[config.mk]
export PLATFORM = sky130hd
export DESIGN_NAME = lc2k_ctrl
export DESIGN_NICKNAME = d
export VERILOG_FILES = /design/src/hdl/lc2k_pkg.sv /design/src/hdl/lc2k_ctrl.sv
export SDC_FILE = /design/constraint.sdc
export NUM_CORES = 1
export LEC_CHECK = 0
export BUFFER_PORTS_ARGS = -buffer_cell sky130_fd_sc_hd__clkbuf_2
export CAP_MARGIN = 40
export CORE_AREA = 2 2 39 41
export CTS_CLUSTER_DIAMETER = 150
export DETAILED_ROUTE_END_ITERATION = 7
export DIE_AREA = 0 0 41 43
export HOLD_SLACK_MARGIN = 0.12
export SLEW_MARGIN = 5
export SYNTH_ARGS = -nofsm -noshare
export SYNTH_HDL_FRONTEND = slang
export SYNTH_SLANG_ARGS = --single-unit
export TNS_END_PERCENT = 50
[constraint.sdc]
create_clock -name clk -period 2.8 [get_ports clk]
set_clock_uncertainty 0.05 [all_clocks]
set_input_delay 0.14 -clock clk [delete_from_list [all_inputs] [get_ports clk]]
set_output_delay 0.14 -clock clk [all_outputs]
set_load 0.05 [all_outputs]
[src/hdl/lc2k_pkg.sv]
package lc2k_pkg;

  localparam int MEM_WORDS = 65536;
  localparam int ADDR_W    = $clog2(MEM_WORDS);
  localparam int NUM_REGS  = 8;
  localparam int REG_W     = $clog2(NUM_REGS);
  localparam int WORD_W    = 32;
  localparam int PC_OUT_W  = 16;
  localparam int OFF_W     = 16;

  localparam int OPC_LSB = 22;
  localparam int RA_LSB  = 19;
  localparam int RB_LSB  = 16;
  localparam int RD_LSB  = 0;

  localparam logic CMD_LOAD = 1'b0;
  localparam logic CMD_STEP = 1'b1;

  typedef enum logic [2:0] {
    OP_ADD  = 3'd0,
    OP_NOR  = 3'd1,
    OP_LW   = 3'd2,
    OP_SW   = 3'd3,
    OP_BEQ  = 3'd4,
    OP_JALR = 3'd5,
    OP_HALT = 3'd6,
    OP_NOOP = 3'd7
  } opcode_t;

  typedef struct packed {
    logic                     command;
    logic [15:0]              load_address;
    logic signed [WORD_W-1:0] load_data;
  } in_word_t;

  typedef struct packed {
    logic [PC_OUT_W-1:0]      program_counter;
    logic                     halted;
    logic [WORD_W-1:0]        executed_count;
    logic [2:0]               executed_opcode;
    logic                     reg_write_valid;
    logic [REG_W-1:0]         reg_write_index;
    logic signed [WORD_W-1:0] reg_write_value;
    logic                     mem_write_valid;
    logic [PC_OUT_W-1:0]      mem_write_address;
  } out_word_t;

  typedef enum logic [2:0] {
    ST_IDLE,
    ST_NOCHG,
    ST_DECODE,
    ST_EXEC,
    ST_LWB
  } state_t;

  typedef enum logic [1:0] {
    CM_NONE,
    CM_NOCHANGE,
    CM_EXEC,
    CM_LW
  } commit_t;

  typedef struct packed {
    logic    fetch;
    logic    mem_wr_load;
    logic    ir_load;
    logic    rf_read;
    logic    ea_read;
    commit_t commit;
  } ctrl_cmd_t;

  typedef struct packed {
    logic out_free;
    logic halted;
    logic is_lw;
  } ctrl_sts_t;

endpackage

[src/hdl/lc2k_ctrl.sv]
module lc2k_ctrl (
  input  logic                clk,
  input  logic                rst,
  input  logic                item_valid,
  output logic                item_ready,
  input  logic                item_command,
  input  lc2k_pkg::ctrl_sts_t sts,
  output lc2k_pkg::ctrl_cmd_t cmd
);
  import lc2k_pkg::*;

  state_t state, state_next;

  always_ff @(posedge clk) begin
    if (rst) begin
      state <= ST_IDLE;
    end else begin
      state <= state_next;
    end
  end

  always_comb begin
    state_next      = state;
    item_ready      = 1'b0;
    cmd.fetch       = 1'b0;
    cmd.mem_wr_load = 1'b0;
    cmd.ir_load     = 1'b0;
    cmd.rf_read     = 1'b0;
    cmd.ea_read     = 1'b0;
    cmd.commit      = CM_NONE;
    unique case (state)
      ST_IDLE: begin
        item_ready = 1'b1;
        if (item_valid) begin
          if (item_command == CMD_LOAD) begin
            cmd.mem_wr_load = 1'b1;
            state_next      = ST_NOCHG;
          end else if (sts.halted) begin
            state_next = ST_NOCHG;
          end else begin
            cmd.fetch  = 1'b1;
            state_next = ST_DECODE;
          end
        end
      end
      ST_NOCHG: begin
        if (sts.out_free) begin
          cmd.commit = CM_NOCHANGE;
          state_next = ST_IDLE;
        end
      end
      ST_DECODE: begin
        cmd.ir_load = 1'b1;
        cmd.rf_read = 1'b1;
        state_next  = ST_EXEC;
      end
      ST_EXEC: begin
        if (sts.is_lw) begin
          cmd.ea_read = 1'b1;
          state_next  = ST_LWB;
        end else if (sts.out_free) begin
          cmd.commit = CM_EXEC;
          state_next = ST_IDLE;
        end
      end
      ST_LWB: begin
        if (sts.out_free) begin
          cmd.commit = CM_LW;
          state_next = ST_IDLE;
        end
      end
      default: begin
        state_next = ST_IDLE;
      end
    endcase
  end

  // A halted machine must never fetch again.
  a_no_fetch_halted: assert property (@(posedge clk) disable iff (rst)
    cmd.fetch |-> !sts.halted)
    else $error("fetch issued while halted");

  // The memory port carries at most one access per cycle from the sequencer.
  a_one_mem_op: assert property (@(posedge clk) disable iff (rst)
    $countones({cmd.fetch, cmd.mem_wr_load, cmd.ea_read}) <= 1)
    else $error("conflicting memory commands");

endmodule

# Word level (Yosys, flattened, before mapping)
# Index checks and enable logic that the tools add are counted.
[totals] regBits=3 inputBits=7 out_inout_bits=8
[classes] eq_ne=5 mux=20 reduce_logical=2
[ops] op="2-bit two-way mux" n=7
[ops] op="3-bit two-way mux" n=4
[ops] op="3-bit case mux with 4 select lines" n=1
[ops] op="1-bit two-way mux" n=7
[ops] op="3-bit by 2-bit == test with 1-bit output, second input constant" n=2
[ops] op="2-bit case mux with 3 select lines" n=1
[ops] op="3-bit by 1-bit == test with 1-bit output, second input constant" n=1
[ops] op="3-bit == test, second input constant" n=1
[ops] op="3-bit logical NOT" n=1
[ops] op="2-bit != test, second input constant" n=1
[ops] op="2-bit OR reduction" n=1

# Logic depth before layout (Yosys ltp)
# Gate-level depths: netlist of the first run.
[logic_depth] ltp_word=4 ltp_mapped=4

# Worst setup path after synthesis of the first run
# No wires, ideal clock.
[synth_path] path_kind="register to output" start="register state[0]" end="output port cmd[6] (netlist name)" t_arrival_ns=2.455 required_time_ns=2.610 setup_slack_ns=0.155 path_stages_with_launch=5 n_path_buf=1 cell_sequence="dfxtp_1 buf_6 nor3_1 nand2_1 nor2_1"
[synth_rtl] item="from (decl)" line="lc2k_ctrl.sv:12" text="state_t state, state_next;"
[synth_rtl] item="from (signal assigned)" line="lc2k_ctrl.sv:18" text="state <= state_next;"
[synth_rtl] item="to (decl)" line="lc2k_ctrl.sv:8" text="output lc2k_pkg::ctrl_cmd_t cmd"

==> results of run 1 <==
[layer usage]
metal  part of all wire, %  global-route usage [%]  wire, um  vias to the layer above
li1                      -                       -         -                      146
met1                    47                    9.94       281                      124
met2                    48                    10.6       287                        7
met3                   4.2                    4.71        25                        0
met4                     0                    6.00         0                        0
met5                     0                       0         0                        -
[worst max-delay path, cell delays in order (launching register included)]
cell      delay (ps)
dfxtp_1          510
nand2_1          130
nor3b_1          260
clkbuf_2         320
[cells by family (layout without fill, tap and decap cells)]
family	Yosys count	after routing	share of synthesized area (%)
AOI/OAI and AO/OA	7	7	19.8
xor gates and xnor gates	1	1	3.23
buffers and inverters	5	19	17.5
DFF	3	3	22.1
and+or+nand+nor	16	16	37.3
[placed cells by master (no fill, tap or decap), types with 2 or more instances in the layout]
master / Yosys / final
nor2_1: 2 / 2
nor3_1: 4 / 4
clkbuf_2: 0 / 14
nand2_1: 2 / 2
nor3b_1: 2 / 2
dfxtp_1: 3 / 3
clkbuf_4: 0 / 3
[per-stage QoR]
step	setup slack, ps	cells
CTS	1120	62
floorplan	155	32
detailed placement	1370	58
global placement	1400	58
global route	997	62
finish	1150	62
[cell type report]
class	count	area, um^2
well taps	16	20.0
repair buffers	14	70.1
flip-flops and latches	3	60.1
multi-input cells	24	164
inverters	1	3.75
clock buffers	4	26.3
fillers	164	1040
[how the worst max path moves through the flow]
stage / slack (ps) / from / endpoint / depth (start not counted)
after global routing: 1000 / state[0] / cmd[1] / 4
after global placement: 1400 / state[0] / cmd[2] / 3
after floorplan: 160 / state[0] / cmd[6] / 4
after detailed placement: 1370 / state[0] / cmd[2] / 3
after CTS: 1120 / state[0] / cmd[2] / 3
final: 1150 / state[0] / cmd[2] / 3
[report_power, final]
part | internal [W] | switching [W] | total, W
Clock | 0.0000534 | 0.0000218 | 0.0000752
Sequential | 0.0000454 | 0.00000604 | 0.0000514
Combinational | 0.0000167 | 0.0000340 | 0.0000506
Total | 0.000115 | 0.0000618 | 0.000177
==> out/qor.txt, run 1 <==
status -> finished, final reports clean
synth cell count leaders -> nor3_1 (4), dfxtp_1 (3)
syn nets -> 39
vias in the first global route -> 243
overall die height -> 43 um
period utilization -> 59.1%
Warnings, synthesis -> 0
Detail Route Antenna Nets -> 0
pwr/cell area -> 515 nW/um^2
DRC violations left -> 0
final WL -> 593 um
Max Buffers Root-to-Sink -> 2
initial antenna violation count -> 0
row count -> 14
placed cell area -> 318 um^2
pin count of the biggest net entering global routing -> 13
Reg-to-Reg End -> state[2]
Max Cap Violations -> 0
fmax -> 0.604 GHz
worst hold endpoint -> state[1]
synthesis-stage register bit count -> 3
worst hold slack -> 138 ps
Vias -> 277
number of flops mapped to enable cells by yosys -> 0
final core occ -> 24.9%
post-DR wirelength/cell -> 9.56 um
Hold Startpoint -> rst
leak pwr -> 0.176 nW
kind of end point of the critical path -> output pin
Worst Hold Depth -> 3
vias per inst -> 4.47
n_diodes -> 0
1st-iter DRT viols -> 1
dpl hpwl -> 476 um
Finished Cell Area -> 344 um^2
Setup Crit Path Kind -> reg -> out
Startpoint Class -> flop
crit path time final -> 1650 ps
Least-Margin Pin Slew -> 365 ps
grt ovf -> 0
Synth async-reset ratio -> 0%
clk_lat worst skew -> 230 ps
Nets -> 54
Post-Syn Area -> 272 um^2
clock sink count -> 3
critical path fanouts, max -> 11
Top reg by flops -> state
endpoints failing hold -> 0
core footprint -> 1380 um^2
CTS tree -> built
post-synth top area cell -> dfxtp_1
clock root cell -> clkbuf_4
hold_buf cts -> 0
cells after synthesis -> 32
# setup viols final -> 0
hold crit path type -> in -> reg
fin. max-slew vios -> 0
fraction of layout cells with a size suffix above 1 -> 43.5%
post_cts resized -> 0
Ports -> 15
cts bufs inserted -> 3
TritonRoute pass-1 iters -> 2
Die W -> 41 um
Mapped Avg Cell Area -> 8.48 um^2
htree depth -> 1
max reg flops -> 3
arrival time worst endpoint -> 1460 ps
top-count cell post-synth -> nor3_1
Worst VDD drop -> 189 uV
first-pass GRT wire length -> 959 um
number of I/O port buffers -> 14
top area cells in the synthesized netlist -> dfxtp_1 (22%), buf_6 (8.3%), nor3_1 (7.4%)
reg2reg start -> state[0]
R2R setup slack -> 1430 ps
total negative setup slack -> 0 ps
count of unique library cells instantiated by Yosys -> 23
Top FF cell, synth -> dfxtp_1
Total Power -> 0.000177 W
Starting Density -> 19.6%
reg2reg path depth -> 3
sequential element share of the synthesized area -> 22.1%
Synth top area share -> 22.1%
relative slew slack -> 75.1%
clock slew at reported path FFs -> 40 ps
post-CTS setup buffers -> 0
Synth-to-Final Area Change -> 26.7%
top flop regs -> state (3)
Worst EP required -> 2610 ps
Final Wtd Congestion -> 0.730
gr usage total -> 8.32%
Die Area -> 1760 um^2
RSZ-0062 raised after global routing -> no
Note: power is estimated with default switching activity, not from simulation.
==> inputs of run 2 (changes only) <==
==> constraint.sdc (replaced) <==
create_clock -name clk -period 1.5 [get_ports clk]
set_clock_uncertainty 0.05 [all_clocks]
set_input_delay 0.075 -clock clk [delete_from_list [all_inputs] [get_ports clk]]
set_output_delay 0.075 -clock clk [all_outputs]
set_load 0.05 [all_outputs]
==> run 2 against run 1 <==
Effect of this change: final area rose by 31%; register-to-register slack got worse by 1300 ps; clock power rose by 86%; routed wire length rose by 5.6%; first-iteration DRC count rose by 100%; setup slack got worse by 1100 ps; flip-flop and latch count did not move; power rose by 100%; die area did not move; global-route usage rose by 0.40 points; hold slack got worse by 11 ps.
==> out/qor.txt, run 2 (synthesis results as in run 1) <==
Worst VDD drop -> 299 uV (was 189 uV)
htree depth -> 1 (unchanged)
R2R setup slack -> 170 ps (was 1430 ps)
clk_lat worst skew -> 230 ps (about the same)
leak pwr -> 0.208 nW (was 0.176 nW)
1st-iter DRT viols -> 2 (was 1)
post-DR wirelength/cell -> 9.63 um (was 9.56 um)
endpoints failing hold -> 0 (unchanged)
Vias -> 283 (was 277)
most frequent cells in the layout -> clkbuf_2 (10), clkbuf_4 (3), buf_4 (3) (was clkbuf_2 (14), nor3_1 (4), clkbuf_4 (3), dfxtp_1 (3))
M1 wire length -> 320 um (was 281 um)
Fill cells -> 151 (was 164)
DRC violations left -> 0 (unchanged)
row count -> 14 (unchanged)
Starting Density -> 19.6% (unchanged)
dpl hpwl -> 477 um (was 476 um)
status -> finished, final reports clean (unchanged)
Final Wtd Congestion -> 0.651 (was 0.730)
CP Buf/Inv Count -> 1 (unchanged)
Die W -> 41 um (unchanged)
commonest non-fill, non-tap cell in the layout -> clkbuf_2 (unchanged)
# setup viols final -> 0 (unchanged)
reg2reg path depth -> 3 (unchanged)
Setup Crit Path Kind -> reg -> out (unchanged)
Finished Cell Area -> 449 um^2 (was 344 um^2)
pin count of the biggest net entering global routing -> 12 (was 13)
TritonRoute pass-1 iters -> 2 (unchanged)
crit path max-delay cell type -> dfxtp_4 (was dfxtp_1)
fraction of layout cells with a size suffix above 1 -> 63.3% (was 43.5%)
period utilization -> 94.5%
Worst EP required -> 1370 ps (was 2610 ps)
n_diodes -> 0 (unchanged)
Top reg by flops -> state (unchanged)
final critical-path setup slack -> 82.7 ps (was 1150 ps)
hold crit path type -> in -> reg (unchanged)
kind of end point of the critical path -> output pin (unchanged)
final core occ -> 32.5% (was 24.9%)
max reg flops -> 3 (unchanged)
initial antenna violation count -> 0 (unchanged)
critical path fanouts, max -> 11 (unchanged)
pwr/cell area -> 794 nW/um^2 (was 515 nW/um^2)
Placement Setup Slack -> 110 ps (was 1370 ps)
Detail Route Antenna Nets -> 0 (unchanged)
RSZ-0062 raised after global routing -> yes (was no)
routed wire length on met2 -> 282 um (was 287 um)
clock sink count -> 3 (unchanged)
first-pass GRT wire length -> 1.05 mm (was 959 um)
Die Area -> 1760 um^2 (unchanged)
Startpoint Class -> flop (unchanged)
vias per inst -> 4.35 (was 4.47)
fmax -> 0.706 GHz
Worst Hold Depth -> 3 (unchanged)
critical path's top delay family -> flip-flops (unchanged)
vias in the first global route -> 251 (was 243)
worst path cell trace -> nand2_1 -> nor3b_4 -> buf_2 (was nand2_1 -> nor3b_1 -> clkbuf_2)
core footprint -> 1380 um^2 (unchanged)
clock slew at reported path FFs -> 40 ps (about the same)
Total Power -> 0.000357 W (was 0.000177 W)
Max Cap Violations -> 0 (unchanged)
fin. max-slew vios -> 0 (unchanged)
Slowest Stage Delay on Critical Path -> 420 ps (was 510 ps)
Nets -> 57 (was 54)
placed cell area -> 385 um^2 (was 318 um^2)
Least-Margin Pin Slew -> 346 ps (was 365 ps)
arrival time worst endpoint -> 1290 ps (was 1460 ps)
CTS tree -> built (unchanged)
crit path time final -> 1420 ps
relative slew slack -> 76.4% (was 75.1%)
top flop regs -> state (3) (unchanged)
final WL -> 626 um (was 593 um)
Synth-to-Final Area Change -> 65.4% (was 26.7%)
Max Buffers Root-to-Sink -> 2 (unchanged)
cts bufs inserted -> 3 (unchanged)
Levels on crit path -> 3 (unchanged)
DR top layer -> met3 (unchanged)
WL met3 -> 24 um (was 25 um)
Ports -> 15 (unchanged)
clock root cell -> clkbuf_4 (unchanged)
gr usage total -> 8.73% (was 8.32%)
grt ovf -> 0 (unchanged)
number of I/O port buffers -> 14 (unchanged)
overall die height -> 43 um (unchanged)
## run 2: path summary, 6_finish.rpt
path,start,endpoint
setup / recovery,state[0],cmd[2]
hold reg to reg,state[2],state[0]
hold / removal,sts[2],state[0]
setup reg to reg,state[0],state[2]
## run 2: report_power, final
group,internal (W),leakage [nW],switching [W]
Combinational,0.0000458,0.167,0.0000710
Clock,0.0000996,0.0150,0.0000408
Sequential,0.0000846,0.0264,0.0000150
## run 2: worst register-to-register path: stages, from the launching register on
cell and delay (ps):
dfxtp_4 380, or4_4 540, nand3b_2 100, o21ba_1 150
## run 2: area by class of cell
| cell class | count | area, um^2 | area share, % |
|---|---|---|---|
| inverter | 1 | 3.75 | 0.836 |
| timing repair buffer | 17 | 115 | 25.6 |
| tap | 16 | 20.0 | 4.46 |
| multi-input combinational | 24 | 215 | 47.9 |
| sequential | 3 | 68.8 | 15.3 |
| clock buffer | 4 | 26.3 | 5.85 |
## run 2: metal layers
metal	vias to the layer above	track usage (%)
met1	126	12.8
met2	7	10.0
met3	0	4.71
met5	-	0
li1	150	-
met4	0	4.00
## run 2: what timing repair did
action                     4_1_cts  5_1_grt
setup endpoints to repair        6        4
buffers inserted                 0        0
resized for setup                7        4
hold endpoints to repair         2        0
hold buffers                     1        0
gates cloned                     0        0
## run 2: metrics by stage
stage / instances / TNS, ps / hold slack, ps
final: 65 / 0 / 128
after global routing: 65 / -12.7 / 142
after CTS: 65 / 0 / 124
after detailed placement: 60 / 0 / 312
after global placement: 60 / 0 / 322
after floorplan: 32 / -101 / 153
==> inputs of run 3 (changes only) <==
--- a/config.mk
+++ b/config.mk
@@ -12,6 +12,7 @@
 export DETAILED_ROUTE_END_ITERATION = 7
 export DIE_AREA = 0 0 41 43
 export HOLD_SLACK_MARGIN = 0.12
+export PLACE_DENSITY = 0.54
 export SLEW_MARGIN = 5
 export SYNTH_ARGS = -nofsm -noshare
 export SYNTH_HDL_FRONTEND = slang
==> run 3 against run 2 <==
Effect of this change: clock power hardly changed; combinational power hardly changed; final area is 1.1% lower; hold slack better by 6.0 ps; critical path depth is 1 higher; fmax is 0.37% lower; non-clock buffer count is 1 higher; die area stayed put; register-to-register slack hardly changed; flip-flop and latch count stayed put.
==> out/qor.txt, run 3 (synthesis results as in run 1) <==
hold crit path type -> in -> reg (unchanged)
clock root cell -> clkbuf_4 (unchanged)
final WL -> 661 um (was 626 um)
Worst VDD drop -> 650 uV (was 299 uV)
n_diodes -> 0 (unchanged)
grt ovf -> 0 (unchanged)
fin. max-slew vios -> 0 (unchanged)
vias per inst -> 4.55 (was 4.35)
Least-Margin Pin Slew -> 328 ps (was 346 ps)
Die W -> 41 um (unchanged)
Top reg by flops -> state (unchanged)
most frequent cells in the layout -> clkbuf_2 (12), clkbuf_4 (4), buf_4 (3) (was clkbuf_2 (10), clkbuf_4 (3), buf_4 (3))
number of I/O port buffers -> 14 (unchanged)
fmax -> 0.703 GHz (was 0.706 GHz)
arrival time worst endpoint -> 1300 ps (was 1290 ps)
Ports -> 15 (unchanged)
post-CTS setup buffers -> 0 (unchanged)
Setup Crit Path Kind -> reg -> out (unchanged)
RSZ-0062 raised after global routing -> no (was yes)
commonest non-fill, non-tap cell in the layout -> clkbuf_2 (unchanged)
Detail Route Antenna Nets -> 0 (unchanged)
vias in the first global route -> 271 (was 251)
relative slew slack -> 77.5% (was 76.4%)
critical path fanouts, max -> 9 (was 11)
Nets -> 58 (was 57)
dpl hpwl -> 479 um (was 477 um)
Synth-to-Final Area Change -> 63.6% (was 65.4%)
# setup viols final -> 0 (unchanged)
status -> finished, final reports clean (unchanged)
CP Buf/Inv Count -> 1 (unchanged)
total negative setup slack -> 0 ps (unchanged)
Final Wtd Congestion -> 0.694 (was 0.651)
kind of end point of the critical path -> output pin (unchanged)
top flop regs -> state (3) (unchanged)
worst path cell trace -> nor3_4 -> nand2_2 -> nor2_4 -> clkbuf_2 (was nand2_1 -> nor3b_4 -> buf_2)
crit path time final -> 1420 ps (about the same)
post-DR wirelength/cell -> 10.0 um (was 9.63 um)
1st-iter DRT viols -> 3 (was 2)
initial antenna violation count -> 0 (unchanged)
first-pass GRT wire length -> 1.07 mm (was 1.05 mm)
endpoints failing hold -> 0 (unchanged)
pin count of the biggest net entering global routing -> 12 (unchanged)
Startpoint Class -> flop (unchanged)
fraction of layout cells with a size suffix above 1 -> 62.0% (was 63.3%)
Max Buffers Root-to-Sink -> 2 (unchanged)
clock slew at reported path FFs -> 40 ps (about the same)
core footprint -> 1380 um^2 (unchanged)
Starting Density -> 19.6% (unchanged)
period utilization -> 94.8% (was 94.5%)
Worst EP required -> 1370 ps (about the same)
max reg flops -> 3 (unchanged)
Slowest Stage Delay on Critical Path -> 370 ps (was 420 ps)
Vias -> 300 (was 283)
critical path's top delay family -> simple AND/OR/NAND/NOR gates (was flip-flops)
Die Area -> 1760 um^2 (unchanged)
crit path max-delay cell type -> dfxtp_4 (unchanged)
Max Cap Violations -> 0 (unchanged)
overall die height -> 43 um (unchanged)
Total Power -> 0.000356 W (was 0.000357 W)
DRC violations left -> 0 (unchanged)
cts bufs inserted -> 3 (unchanged)
htree depth -> 1 (unchanged)
leak pwr -> 0.207 nW (was 0.208 nW)
row count -> 14 (unchanged)
clk_lat worst skew -> 230 ps (about the same)
clock sink count -> 3 (unchanged)
gr usage total -> 9.05% (was 8.73%)
R2R setup slack -> 170 ps (about the same)
CTS tree -> built (unchanged)
pwr/cell area -> 801 nW/um^2 (was 794 nW/um^2)
TritonRoute pass-1 iters -> 2 (unchanged)
## run 3: cell types whose count changed in the layout (fill, tap and decap cells not counted), sizes merged
cell | previous run | this run
buf | 4 | 3
clkbuf | 16 | 17
dlygate4sd3 | 1 | 2
## run 3: worst register-to-register path, delay by kind of cell, from the launching register on
kind               cells  cell delay, ps
and+or+nand+nor        2             640
AOI/OAI and AO/OA      1             150
DFF                    1             380
## run 3: layout make-up
class | count | area, um^2
Tap cell | 16 | 20.0
Inverter | 1 | 3.75
Sequential cell | 3 | 68.8
Fill cell | 156 | 940
Timing Repair Buffer | 18 | 110
Clock buffer | 4 | 26.3
Multi-Input combinational cell | 24 | 215
## run 3: metal layers
layer,track usage [%],routed length [um],share of wire (%)
met4,2.00,0,0
met5,0,0,0
met2,12.5,310,47
met3,6.28,30,4.5
met1,11.3,320,48
## run 3: per-stage QoR
step	std cells	hold WS (ps)	instance area (um^2)	util (%)	worst slack, ps
2_1_floorplan	32	153	324	-	-50.4
3_3_place_gp	60	312	385	27.8	145
3_5_place_dp	60	316	385	27.8	126
4_1_cts	66	123	442	31.9	44.2
5_1_grt	66	140	444	32.1	20.0
6_report	66	134	444	32.1	77.4
## run 3: where the power goes
group          switching, W  total [W]  internal [W]
logic             0.0000718   0.000115     0.0000428
clock network     0.0000419   0.000142     0.0000996
registers         0.0000152  0.0000999     0.0000847
## run 3: final timing paths
| kind | startpoint | end | cells after the start |
|---|---|---|---|
| setup / recovery | state[1] | cmd[5] | 4 |
| hold / removal | sts[2] | state[1] | 3 |
| setup reg to reg | state[0] | state[2] | 3 |
| hold reg to reg | state[0] | state[0] | 1 |
## run 3: repair_timing
action,in CTS,in global routing
setup endpoints to repair,5,1
hold buffers,2,0
resized for setup,5,2
cloned,0,0
endpoints found under the hold margin,2,0
